[src/sv/suwm_pkg.sv]
`timescale 1ns / 1ps
`default_nettype none

package suwm_pkg;

    localparam int STACK_SIZE_BITS   = 20;
    localparam int THREAD_COUNT_BITS = 8;
    localparam int UNUSED_BITS       = 20;
    localparam int PCT_BITS          = 7;
    localparam int PCT_SCALE         = 100;
    localparam int ERR_BITS          = 4;
    localparam int TIME_BITS         = 32;
    localparam int COUNT_BITS        = 32;
    localparam int APB_ADDR_BITS     = 3;
    localparam int APB_DATA_BITS     = 32;

    // dividend of the percent division: used * 100
    localparam int PROD_BITS    = STACK_SIZE_BITS + PCT_BITS;
    localparam int DIV_CNT_BITS = $clog2(PROD_BITS + 1);
    localparam int WIDE_BITS    = (STACK_SIZE_BITS > UNUSED_BITS) ? STACK_SIZE_BITS
                                                                  : UNUSED_BITS;

    typedef logic [STACK_SIZE_BITS-1:0]   stk_size_t;
    typedef logic [UNUSED_BITS-1:0]       unused_t;
    typedef logic [PCT_BITS-1:0]          pct_t;
    typedef logic [ERR_BITS-1:0]          err_t;
    typedef logic [TIME_BITS-1:0]         time_ms_t;
    typedef logic [COUNT_BITS-1:0]        count_t;
    typedef logic [THREAD_COUNT_BITS-1:0] thr_count_t;
    typedef logic [APB_ADDR_BITS-1:0]     apb_addr_t;
    typedef logic [APB_DATA_BITS-1:0]     apb_data_t;

    localparam thr_count_t THREAD_COUNT_MAX  = '1;
    localparam unused_t    WARN_UNUSED_RESET = UNUSED_BITS'(256);
    localparam pct_t       WARN_PCT_RESET    = PCT_BITS'(90);

    // register index, taken from paddr[2]
    typedef enum logic {
        REG_WARN_UNUSED = 1'b0,
        REG_WARN_PCT    = 1'b1
    } reg_idx_t;

    typedef enum logic [1:0] {
        ST_IDLE,
        ST_CALC,
        ST_COMMIT
    } ctl_state_t;

    typedef struct packed {
        unused_t warn_unused;
        pct_t    warn_pct;
    } cfg_t;

    typedef struct packed {
        logic      start;
        stk_size_t size;
        stk_size_t used;
    } div_req_t;

    typedef struct packed {
        logic done;
        pct_t pct;
    } div_rsp_t;

    typedef struct packed {
        logic      fire;
        stk_size_t size;
        unused_t   unused;
        err_t      err;
        logic      last;
        time_ms_t  now;
        pct_t      pct;
    } commit_t;

    // candidate worse than the other record
    function automatic logic beats(stk_size_t c_size, unused_t c_unused, pct_t c_pct,
                                   stk_size_t o_size, unused_t o_unused, pct_t o_pct);
        logic r;
        if (c_size == '0)
        begin
            r = 1'b0;
        end
        else if (o_size == '0)
        begin
            r = 1'b1;
        end
        else if (c_pct != o_pct)
        begin
            r = (c_pct > o_pct);
        end
        else
        begin
            r = (c_unused < o_unused);
        end
        return r;
    endfunction

endpackage

`default_nettype wire

[src/sv/suwm_cfg_regs.sv]
`timescale 1ns / 1ps
`default_nettype none

module suwm_cfg_regs (
    input  wire logic                 clk,
    input  wire logic                 rst_n,
    input  wire logic                 psel,
    input  wire logic                 penable,
    input  wire logic                 pwrite,
    input  wire suwm_pkg::apb_addr_t  paddr,
    input  wire suwm_pkg::apb_data_t  pwdata,
    output suwm_pkg::apb_data_t       prdata,
    output logic                      pready,
    output suwm_pkg::cfg_t            cfg
);
    import suwm_pkg::*;

    unused_t  warn_unused_reg;
    pct_t     warn_pct_reg;
    logic     wr_en;
    reg_idx_t idx;

    assign pready = 1'b1;
    assign wr_en  = psel & penable & pwrite;
    assign idx    = reg_idx_t'(paddr[2]);

    always_ff @(posedge clk or negedge rst_n)
    begin
        if (!rst_n)
        begin
            warn_unused_reg <= WARN_UNUSED_RESET;
            warn_pct_reg    <= WARN_PCT_RESET;
        end
        else if (wr_en)
        begin
            unique case (idx)
                REG_WARN_UNUSED: warn_unused_reg <= pwdata[UNUSED_BITS-1:0];
                REG_WARN_PCT:    warn_pct_reg    <= pwdata[PCT_BITS-1:0];
                default:         warn_pct_reg    <= warn_pct_reg;
            endcase
        end
    end

    always_comb
    begin
        unique case (idx)
            REG_WARN_UNUSED: prdata = APB_DATA_BITS'(warn_unused_reg);
            REG_WARN_PCT:    prdata = APB_DATA_BITS'(warn_pct_reg);
            default:         prdata = '0;
        endcase
    end

    assign cfg.warn_unused = warn_unused_reg;
    assign cfg.warn_pct    = warn_pct_reg;

endmodule

`default_nettype wire

[src/sv/suwm_pct_div.sv]
`timescale 1ns / 1ps
`default_nettype none

// bit-serial restoring division of used*100 by size, one dividend bit a cycle
module suwm_pct_div (
    input  wire logic               clk,
    input  wire logic               rst_n,
    input  wire suwm_pkg::div_req_t req,
    output suwm_pkg::div_rsp_t      rsp
);
    import suwm_pkg::*;

    logic                    busy_reg,  busy_next;
    logic                    done_reg,  done_next;
    logic [DIV_CNT_BITS-1:0] cnt_reg,   cnt_next;
    logic [PROD_BITS-1:0]    dvd_reg,   dvd_next;
    stk_size_t               rem_reg,   rem_next;
    stk_size_t               size_reg,  size_next;
    pct_t                    quo_reg,   quo_next;

    logic [STACK_SIZE_BITS:0] trial;
    logic [STACK_SIZE_BITS:0] diff;
    logic                     ge;

    assign trial = {rem_reg, dvd_reg[PROD_BITS-1]};
    assign ge    = (trial >= {1'b0, size_reg});
    assign diff  = trial - {1'b0, size_reg};

    always_comb
    begin
        busy_next = busy_reg;
        done_next = 1'b0;
        cnt_next  = cnt_reg;
        dvd_next  = dvd_reg;
        rem_next  = rem_reg;
        size_next = size_reg;
        quo_next  = quo_reg;
        if (req.start)
        begin
            busy_next = 1'b1;
            cnt_next  = DIV_CNT_BITS'(PROD_BITS);
            dvd_next  = PROD_BITS'(req.used) * PROD_BITS'(PCT_SCALE);
            rem_next  = '0;
            size_next = req.size;
            quo_next  = '0;
        end
        else if (busy_reg)
        begin
            rem_next = ge ? diff[STACK_SIZE_BITS-1:0] : trial[STACK_SIZE_BITS-1:0];
            quo_next = {quo_reg[PCT_BITS-2:0], ge};
            dvd_next = {dvd_reg[PROD_BITS-2:0], 1'b0};
            cnt_next = cnt_reg - DIV_CNT_BITS'(1);
            if (cnt_reg == DIV_CNT_BITS'(1))
            begin
                busy_next = 1'b0;
                done_next = 1'b1;
            end
        end
    end

    always_ff @(posedge clk or negedge rst_n)
    begin
        if (!rst_n)
        begin
            busy_reg <= 1'b0;
            done_reg <= 1'b0;
            cnt_reg  <= '0;
        end
        else
        begin
            busy_reg <= busy_next;
            done_reg <= done_next;
            cnt_reg  <= cnt_next;
        end
    end

    always_ff @(posedge clk)
    begin
        dvd_reg  <= dvd_next;
        rem_reg  <= rem_next;
        size_reg <= size_next;
        quo_reg  <= quo_next;
    end

    assign rsp.done = done_reg;
    assign rsp.pct  = quo_reg;

endmodule

`default_nettype wire

[src/sv/suwm_scan_acc.sv]
`timescale 1ns / 1ps
`default_nettype none

// per-scan and all-time statistics, worst tracking and the result register
module suwm_scan_acc (
    input  wire logic                clk,
    input  wire logic                rst_n,
    input  wire suwm_pkg::commit_t   cmt,
    input  wire suwm_pkg::cfg_t      cfg,
    input  wire logic                result_ready,
    output logic                     slot_free,
    output logic                     result_valid,
    output suwm_pkg::count_t         scans_completed,
    output suwm_pkg::count_t         warn_total,
    output logic                     scan_warning,
    output suwm_pkg::thr_count_t     threads_seen,
    output suwm_pkg::err_t           scan_error,
    output suwm_pkg::stk_size_t      worst_now_size,
    output suwm_pkg::unused_t        worst_now_unused,
    output suwm_pkg::pct_t           worst_now_percent,
    output suwm_pkg::stk_size_t      worst_ever_size,
    output suwm_pkg::unused_t        worst_ever_unused,
    output suwm_pkg::pct_t           worst_ever_percent,
    output suwm_pkg::time_ms_t       scan_end_time_ms
);
    import suwm_pkg::*;

    stk_size_t  cur_size_reg;
    unused_t    cur_unused_reg;
    pct_t       cur_pct_reg;
    stk_size_t  ever_size_reg;
    unused_t    ever_unused_reg;
    pct_t       ever_pct_reg;
    thr_count_t thr_cnt_reg;
    count_t     scan_warn_cnt_reg;
    logic       scan_warn_flag_reg;
    err_t       scan_err_reg;
    count_t     total_warn_reg;
    count_t     total_scan_reg;

    logic       out_valid_reg;
    count_t     o_scan_count_reg;
    count_t     o_warn_total_reg;
    logic       o_warning_reg;
    thr_count_t o_threads_reg;
    err_t       o_err_reg;
    stk_size_t  o_now_size_reg;
    unused_t    o_now_unused_reg;
    pct_t       o_now_pct_reg;
    stk_size_t  o_ever_size_reg;
    unused_t    o_ever_unused_reg;
    pct_t       o_ever_pct_reg;
    time_ms_t   o_time_reg;

    // values after folding in the committed report
    logic       measured;
    logic       cand_wins;
    logic       warn;
    logic       keep_ever;
    stk_size_t  cur_size_upd;
    unused_t    cur_unused_upd;
    pct_t       cur_pct_upd;
    thr_count_t thr_cnt_upd;
    count_t     warn_cnt_upd;
    logic       warn_flag_upd;
    err_t       err_upd;
    count_t     total_warn_upd;
    stk_size_t  ever_size_upd;
    unused_t    ever_unused_upd;
    pct_t       ever_pct_upd;
    logic       close_scan;

    always_comb
    begin
        measured  = (cmt.err == '0);
        cand_wins = measured && beats(cmt.size, cmt.unused, cmt.pct,
                                      cur_size_reg, cur_unused_reg, cur_pct_reg);
        warn      = measured && (cmt.size != '0) &&
                    ((cmt.unused < cfg.warn_unused) || (cmt.pct >= cfg.warn_pct));

        cur_size_upd   = cand_wins ? cmt.size   : cur_size_reg;
        cur_unused_upd = cand_wins ? cmt.unused : cur_unused_reg;
        cur_pct_upd    = cand_wins ? cmt.pct    : cur_pct_reg;

        thr_cnt_upd   = (thr_cnt_reg != THREAD_COUNT_MAX) ? thr_cnt_reg + thr_count_t'(1)
                                                          : thr_cnt_reg;
        warn_cnt_upd  = warn ? scan_warn_cnt_reg + count_t'(1) : scan_warn_cnt_reg;
        warn_flag_upd = scan_warn_flag_reg | warn;
        err_upd       = measured ? scan_err_reg : cmt.err;

        total_warn_upd = total_warn_reg + warn_cnt_upd;
        keep_ever      = beats(ever_size_reg, ever_unused_reg, ever_pct_reg,
                               cur_size_upd, cur_unused_upd, cur_pct_upd);
        ever_size_upd   = keep_ever ? ever_size_reg   : cur_size_upd;
        ever_unused_upd = keep_ever ? ever_unused_reg : cur_unused_upd;
        ever_pct_upd    = keep_ever ? ever_pct_reg    : cur_pct_upd;

        close_scan = cmt.fire && cmt.last;
    end

    always_ff @(posedge clk or negedge rst_n)
    begin
        if (!rst_n)
        begin
            cur_size_reg       <= '0;
            cur_unused_reg     <= '0;
            cur_pct_reg        <= '0;
            ever_size_reg      <= '0;
            ever_unused_reg    <= '0;
            ever_pct_reg       <= '0;
            thr_cnt_reg        <= '0;
            scan_warn_cnt_reg  <= '0;
            scan_warn_flag_reg <= 1'b0;
            scan_err_reg       <= '0;
            total_warn_reg     <= '0;
            total_scan_reg     <= '0;
            out_valid_reg      <= 1'b0;
        end
        else
        begin
            if (cmt.fire)
            begin
                if (cmt.last)
                begin
                    cur_size_reg       <= '0;
                    cur_unused_reg     <= '0;
                    cur_pct_reg        <= '0;
                    thr_cnt_reg        <= '0;
                    scan_warn_cnt_reg  <= '0;
                    scan_warn_flag_reg <= 1'b0;
                    scan_err_reg       <= '0;
                    ever_size_reg      <= ever_size_upd;
                    ever_unused_reg    <= ever_unused_upd;
                    ever_pct_reg       <= ever_pct_upd;
                    total_warn_reg     <= total_warn_upd;
                    total_scan_reg     <= total_scan_reg + count_t'(1);
                end
                else
                begin
                    cur_size_reg       <= cur_size_upd;
                    cur_unused_reg     <= cur_unused_upd;
                    cur_pct_reg        <= cur_pct_upd;
                    thr_cnt_reg        <= thr_cnt_upd;
                    scan_warn_cnt_reg  <= warn_cnt_upd;
                    scan_warn_flag_reg <= warn_flag_upd;
                    scan_err_reg       <= err_upd;
                end
            end
            priority if (close_scan)
            begin
                out_valid_reg <= 1'b1;
            end
            else if (result_ready)
            begin
                out_valid_reg <= 1'b0;
            end
            else
            begin
                out_valid_reg <= out_valid_reg;
            end
        end
    end

    always_ff @(posedge clk)
    begin
        if (close_scan)
        begin
            o_scan_count_reg  <= total_scan_reg + count_t'(1);
            o_warn_total_reg  <= total_warn_upd;
            o_warning_reg     <= warn_flag_upd;
            o_threads_reg     <= thr_cnt_upd;
            o_err_reg         <= err_upd;
            o_now_size_reg    <= cur_size_upd;
            o_now_unused_reg  <= cur_unused_upd;
            o_now_pct_reg     <= cur_pct_upd;
            o_ever_size_reg   <= ever_size_upd;
            o_ever_unused_reg <= ever_unused_upd;
            o_ever_pct_reg    <= ever_pct_upd;
            o_time_reg        <= cmt.now;
        end
    end

    assign slot_free          = !out_valid_reg || result_ready;
    assign result_valid       = out_valid_reg;
    assign scans_completed    = o_scan_count_reg;
    assign warn_total         = o_warn_total_reg;
    assign scan_warning       = o_warning_reg;
    assign threads_seen       = o_threads_reg;
    assign scan_error         = o_err_reg;
    assign worst_now_size     = o_now_size_reg;
    assign worst_now_unused   = o_now_unused_reg;
    assign worst_now_percent  = o_now_pct_reg;
    assign worst_ever_size    = o_ever_size_reg;
    assign worst_ever_unused  = o_ever_unused_reg;
    assign worst_ever_percent = o_ever_pct_reg;
    assign scan_end_time_ms   = o_time_reg;

endmodule

`default_nettype wire

[src/sv/stack_usage_watermark_monitor_core.sv]
// Stack usage watermark monitor: takes one per-thread stack report per item
// transfer and returns one status transfer when a report marked last of
// scan closes the scan. After a report with a nonzero error code or a zero
// stack size, the next report can transfer once the block has passed through
// its commit step and back to idle; after a measured report it also waits for
// the bit-serial percent divider, which walks the 27-bit product
// used*100 one bit per cycle against the 20-bit stack size, and then for
// the quotient to be taken, the report committed and the block back in idle.
// One report is in work at a time, and item_ready is high only while the
// block is idle. The status sits in an output register, so the next report
// is taken while a status still waits; a closing report waits in its commit
// step only while the previous status has not been taken. Thresholds come
// from the register port (warn_unused_bytes at 0x0, warn_usage_percent at
// 0x4) and are meant to be written while idle.
`timescale 1ns / 1ps
`default_nettype none

module stack_usage_watermark_monitor_core (
    input  wire logic                 clk,
    input  wire logic                 rst_n,
    // register port
    input  wire logic                 psel,
    input  wire logic                 penable,
    input  wire logic                 pwrite,
    input  wire suwm_pkg::apb_addr_t  paddr,
    input  wire suwm_pkg::apb_data_t  pwdata,
    output suwm_pkg::apb_data_t       prdata,
    output logic                      pready,
    // report channel
    input  wire logic                 item_valid,
    output logic                      item_ready,
    input  wire suwm_pkg::stk_size_t  stack_bytes,
    input  wire suwm_pkg::unused_t    unused_bytes,
    input  wire suwm_pkg::err_t       report_error,
    input  wire logic                 last_of_scan,
    input  wire suwm_pkg::time_ms_t   scan_time_ms,
    // status channel
    output logic                      result_valid,
    input  wire logic                 result_ready,
    output suwm_pkg::count_t          scans_completed,
    output suwm_pkg::count_t          warn_total,
    output logic                      scan_warning,
    output suwm_pkg::thr_count_t      threads_seen,
    output suwm_pkg::err_t            scan_error,
    output suwm_pkg::stk_size_t       worst_now_size,
    output suwm_pkg::unused_t         worst_now_unused,
    output suwm_pkg::pct_t            worst_now_percent,
    output suwm_pkg::stk_size_t       worst_ever_size,
    output suwm_pkg::unused_t         worst_ever_unused,
    output suwm_pkg::pct_t            worst_ever_percent,
    output suwm_pkg::time_ms_t        scan_end_time_ms
);
    import suwm_pkg::*;

    cfg_t       cfg;
    div_req_t   div_req;
    div_rsp_t   div_rsp;
    commit_t    cmt;
    logic       slot_free;
    logic       commit_fire;

    ctl_state_t state_reg, state_next;

    // latched report, held from transfer to commit
    stk_size_t  size_reg;
    unused_t    unused_reg;
    err_t       err_reg;
    logic       last_reg;
    time_ms_t   time_reg;
    pct_t       pct_reg,   pct_next;

    logic                 accept;
    logic                 need_div;
    logic [WIDE_BITS-1:0] size_w;
    logic [WIDE_BITS-1:0] unused_w;
    logic [WIDE_BITS-1:0] used_w;

    suwm_cfg_regs u_cfg (
        .clk     (clk),
        .rst_n   (rst_n),
        .psel    (psel),
        .penable (penable),
        .pwrite  (pwrite),
        .paddr   (paddr),
        .pwdata  (pwdata),
        .prdata  (prdata),
        .pready  (pready),
        .cfg     (cfg)
    );

    // used bytes clamp at zero when the unused figure exceeds the size
    assign size_w   = WIDE_BITS'(stack_bytes);
    assign unused_w = WIDE_BITS'(unused_bytes);
    assign used_w   = (size_w >= unused_w) ? size_w - unused_w : '0;

    assign accept   = item_valid && item_ready;
    // error reports and unknown sizes skip the divider, their percent is 0
    assign need_div = (report_error == '0) && (stack_bytes != '0);

    assign div_req.start = accept && need_div;
    assign div_req.size  = stack_bytes;
    assign div_req.used  = used_w[STACK_SIZE_BITS-1:0];

    suwm_pct_div u_div (
        .clk   (clk),
        .rst_n (rst_n),
        .req   (div_req),
        .rsp   (div_rsp)
    );

    // control sequencer: idle -> divide -> commit -> idle; reports that need no division go straight to commit
    always_comb
    begin
        state_next  = state_reg;
        pct_next    = pct_reg;
        item_ready  = 1'b0;
        commit_fire = 1'b0;
        unique case (state_reg)
            ST_IDLE:
            begin
                item_ready = 1'b1;
                if (item_valid)
                begin
                    pct_next   = '0;
                    state_next = need_div ? ST_CALC : ST_COMMIT;
                end
            end
            ST_CALC:
            begin
                if (div_rsp.done)
                begin
                    pct_next   = div_rsp.pct;
                    state_next = ST_COMMIT;
                end
            end
            ST_COMMIT:
            begin
                // a closing report needs the status register free
                if (!last_reg || slot_free)
                begin
                    commit_fire = 1'b1;
                    state_next  = ST_IDLE;
                end
            end
            default:
            begin
                state_next = ST_IDLE;
            end
        endcase
    end

    always_ff @(posedge clk or negedge rst_n)
    begin
        if (!rst_n)
        begin
            state_reg <= ST_IDLE;
        end
        else
        begin
            state_reg <= state_next;
        end
    end

    always_ff @(posedge clk)
    begin
        pct_reg <= pct_next;
        if (accept)
        begin
            size_reg   <= stack_bytes;
            unused_reg <= unused_bytes;
            err_reg    <= report_error;
            last_reg   <= last_of_scan;
            time_reg   <= scan_time_ms;
        end
    end

    assign cmt.fire   = commit_fire;
    assign cmt.size   = size_reg;
    assign cmt.unused = unused_reg;
    assign cmt.err    = err_reg;
    assign cmt.last   = last_reg;
    assign cmt.now    = time_reg;
    assign cmt.pct    = pct_reg;

    suwm_scan_acc u_acc (
        .clk                (clk),
        .rst_n              (rst_n),
        .cmt                (cmt),
        .cfg                (cfg),
        .result_ready       (result_ready),
        .slot_free          (slot_free),
        .result_valid       (result_valid),
        .scans_completed    (scans_completed),
        .warn_total         (warn_total),
        .scan_warning       (scan_warning),
        .threads_seen       (threads_seen),
        .scan_error         (scan_error),
        .worst_now_size     (worst_now_size),
        .worst_now_unused   (worst_now_unused),
        .worst_now_percent  (worst_now_percent),
        .worst_ever_size    (worst_ever_size),
        .worst_ever_unused  (worst_ever_unused),
        .worst_ever_percent (worst_ever_percent),
        .scan_end_time_ms   (scan_end_time_ms)
    );

endmodule

`default_nettype wire

[config.mk]
export PLATFORM = sky130hd
export DESIGN_NAME = stack_usage_watermark_monitor_core
export DESIGN_NICKNAME = d
export VERILOG_FILES = /design/src/sv/suwm_pkg.sv /design/src/sv/suwm_cfg_regs.sv /design/src/sv/suwm_pct_div.sv /design/src/sv/suwm_scan_acc.sv /design/src/sv/stack_usage_watermark_monitor_core.sv
export SDC_FILE = /design/constraint.sdc
export NUM_CORES = 1
export LEC_CHECK = 0
export BUFFER_PORTS_ARGS = -buffer_cell sky130_fd_sc_hd__buf_2
export CAP_MARGIN = 30
export CORE_ASPECT_RATIO = 1.2
export CORE_UTILIZATION = 61
export DETAILED_ROUTE_END_ITERATION = 16
export PLACE_DENSITY = 0.83
export SLEW_MARGIN = 0
export SYNTH_ARGS = -nofsm -noshare
export SYNTH_HDL_FRONTEND = slang
export SYNTH_HIERARCHICAL = 1
export SYNTH_SLANG_ARGS = --single-unit
[constraint.sdc]
create_clock -name clk -period 20.9 [get_ports clk]
set_input_delay 2.09 -clock clk [delete_from_list [all_inputs] [get_ports clk]]
set_output_delay 2.09 -clock clk [all_outputs]
set_load 0.03 [all_outputs]
==> impl_metrics.csv <==
group,metric,value,unit
routing,drtAntennaViolNets,0,
worst_setup_path,cp_max_fo,20,
sta,rsz0062_at_grt,"no",
floorplanning,dieWidth,211,um
cells_and_area,drive_above_1_share,0.213,
clocking,clk_latency,0.63,ns
place,dpl.cell_count,3705,
status,status,"finished, final reports clean",
floorplanning,die_h,252,um
power,seq_power_share,0.378,
synth,synth_warnings,6,
floorplanning,initial_utilization,0.619,
floorplanning,io_pins,357,
clocking,cts_setup_buffers,0,
clocking,cts_buffers,58,
grt,antenna_found_initial,8,
routing,drcViolationCount,0,
power,internal_power,2.79,mW
power,p_clk_frac,0.262,
grt,grt_pass1_wl,119,mm
place,place_congestion,0.962,
synth,synth-seq-cells,599,
grt,grt_use_total,0.285,
cells_and_area,final_cells,3822,
worst_setup_path,crit_top_cell,"ha_1",
clocking,root_buffer,"clkbuf_16",
sta,fin_crit,8.01,ns
power,p_per_area,118,nW/um^2
grt,grt.overflow.total,0,
clocking,clock_sinks,599,
synth,synth_edf_count,332,
power,p_leak,16.7,nW
synth,synth_cell_types,93,
sta,drv_slew,0,
grt,grt_pass1_vias,22500,
clocking,cts_max_level,2,
cells_and_area,layout_common_cells,"332 x edfxtp_1, 328 x buf_2, 247 x nand2_1",
synth,synth_seq_area_share,0.519,
power,peakVddDrop,0.134,mV
cells_and_area,nNetsFinal,3423,
power,pwr-share-comb,0.360,
worst_setup_path,critical_path_class,"input port to flip-flop",
worst_setup_path,cp.arrival,8.36,ns
sta,max_slew_margin,0.360,
synth,synth_area,31900,sq um
hold_path,min_path_type,"flip-flop to flip-flop",
worst_setup_path,crit_chain,"buf_2, inv_1, ha_1, inv_1, fa_1, a21o_1, a311oi_2, nor3_2, o21a_2, o41ai_4, buf_4, nor2_1, ha_1, ha_1, fa_1, ha_1, o21ai_0, o21bai_1, a21oi_1, o31ai_1, a2111oi_2, o21ai_0, mux2i_1, a211o_1",
worst_setup_path,critPathLaunchType,"input port",
synth,syn_area_per_cell,11.6,sq um
cells_and_area,synthToLayoutAreaGrowth,13.4,%
routing,vias_per_cell,5.88,
clocking,clk_path_buf_depth,3,
place,preCtsSetupSlack,12.42,ns
clocking,path_clk_slew,0.06,ns
routing,avgRoutedWirePerCell,19.7,um
sta,final.period_utilization,0.383,
run,drv_cap,0,
sta,worstMarginPinSlew,0.960,ns
synth,synth_ff_type,"edfxtp_1",
clocking,cts_tree,"built",
worst_setup_path,crit_required,21.26,ns
synth,async_flop_share,0.401,
floorplanning,core,51500,sq um
sta,finalSetupViolCount,0,
place,portBuffers,329,
place,dp_hpwl,54.7,mm
routing,num_vias,22500,
floorplanning,row_count,91,
grt,grt_max_degree,118,
sta,clock_skew,0.0272,ns
worst_setup_path,cp-end-kind,"flip-flop",
synth,synthCells,2752,
routing,first_pass_iters,8,
clocking,postCtsHoldBufs,0,
power,swShare,0.344,
worst_setup_path,slowest_stage,"a2111oi_2",
power,p_switching,1.46,mW
sta,setup_tns,0,ns
floorplanning,die_area,53100,sq um
worst_setup_path,reg2reg_slack,14.27,ns
clocking,cts_resized,0,
sta,clock.fmax,125,MHz
routing,wl,75.1,mm
sta,finalHoldViolCount,0,
routing,drt-initial-drc-count,1772,
sta,final.setup.worst_slack,12.89,ns
worst_setup_path,max_stage_delay,0.62,ns
cells_and_area,mostFrequentLayoutCell,"edfxtp_1",
worst max-delay path, delay by kind of cell:
kind            cells  cell delay, ns
buf+inv             4            0.59
compound gates     11            3.21
simple gates        2            0.26
mux                 1            0.15
fa+ha+maj           6            2.04
logic make-up (layout without fill, tap and decap cells):
group,count (synthesis),in the layout,share of synthesized area
DFF,599,599,0.519
other,2,18,0.000236
and+or+nand+nor,702,702,0.104
xor gates and xnor gates,168,168,0.0462
muxes,191,191,0.0759
buffers and inverters,328,685,0.0455
AOI/OAI and AO/OA,528,528,0.113
adders and majority gates,234,234,0.0962
power by group through the flow:
stage | registers (mW) | logic (mW) | clock network, mW
after floorplan | 1.67 | 1.15 | 0
after global placement | 1.61 | 1.45 | 0
after detailed placement | 1.63 | 1.49 | 0
after CTS | 1.61 | 1.51 | 1.13
after global routing | 1.63 | 1.66 | 1.17
final | 1.61 | 1.53 | 1.11
routing by layer:
metal,part of all wire,up-vias,GRT usage
li1,-,10500,-
met1,0.39,11000,0.351
met2,0.51,770,0.495
met3,0.052,200,0.0401
met4,0.045,4,0.133
met5,0.00035,-,0
area by class of cell:
class / count / area (sq um)
Antenna cell: 5 / 12.5
Clock buffer: 86 / 1770
Multi-Input combinational cell: 1836 / 14000
Sequential cell: 599 / 16500
Timing Repair Buffer: 349 / 1840
Tap cell: 697 / 872
Inverter: 226 / 856
Clock inverter: 24 / 312
Fill cell: 3647 / 15300
per-stage QoR:
stage	util	instance area [sq um]	total power [mW]	hold slack, ns
final	0.702	36100	4.25	0.410
after global routing	0.702	36100	4.46	0.420
after global placement	0.660	34000	3.06	0.400
after floorplan	-	31900	2.82	0.400
after detailed placement	0.661	34000	3.12	0.405
after CTS	0.701	36100	4.24	0.413
synth_stat cells (53+ instances only):
library cell	number	area share
a21oi_1	121	0.019
nand2_1	248	0.029
xnor2_1	94	0.026
inv_1	226	0.027
clkbuf_1	53	0.0062
o21ai_0	102	0.016
ha_1	216	0.085
nor2_1	174	0.021
nand3_1	54	0.0085
xor2_1	74	0.020
a21o_1	57	0.013
mux2_2	92	0.033
mux2_4	78	0.037
edfxtp_1	332	0.31
dfrtp_1	235	0.18
worst paths after layout:
kind,from,end,depth (start not counted)
min in group asynchronous,rst_n,u_acc/scan_warn_cnt_reg[7]$_DFFE_PN0P_,1
worst min-delay path,time_reg[28]$_DFFE_PP_,u_acc/scan_end_time_ms[28]$_DFFE_PP_,0
worst max register to register,unused_reg[15]$_DFFE_PP_,u_acc/ever_size_reg[19]$_DFFE_PN0P_,21
worst max-delay path,stack_bytes[0],u_div/dvd_reg[25]$_DFFE_PP_,24
worst min register to register,time_reg[28]$_DFFE_PP_,u_acc/scan_end_time_ms[28]$_DFFE_PP_,0
max in group asynchronous,rst_n,u_acc/scan_warn_cnt_reg[28]$_DFFE_PN0P_,2
No activity file was read; power rests on OpenSTA's default activity.
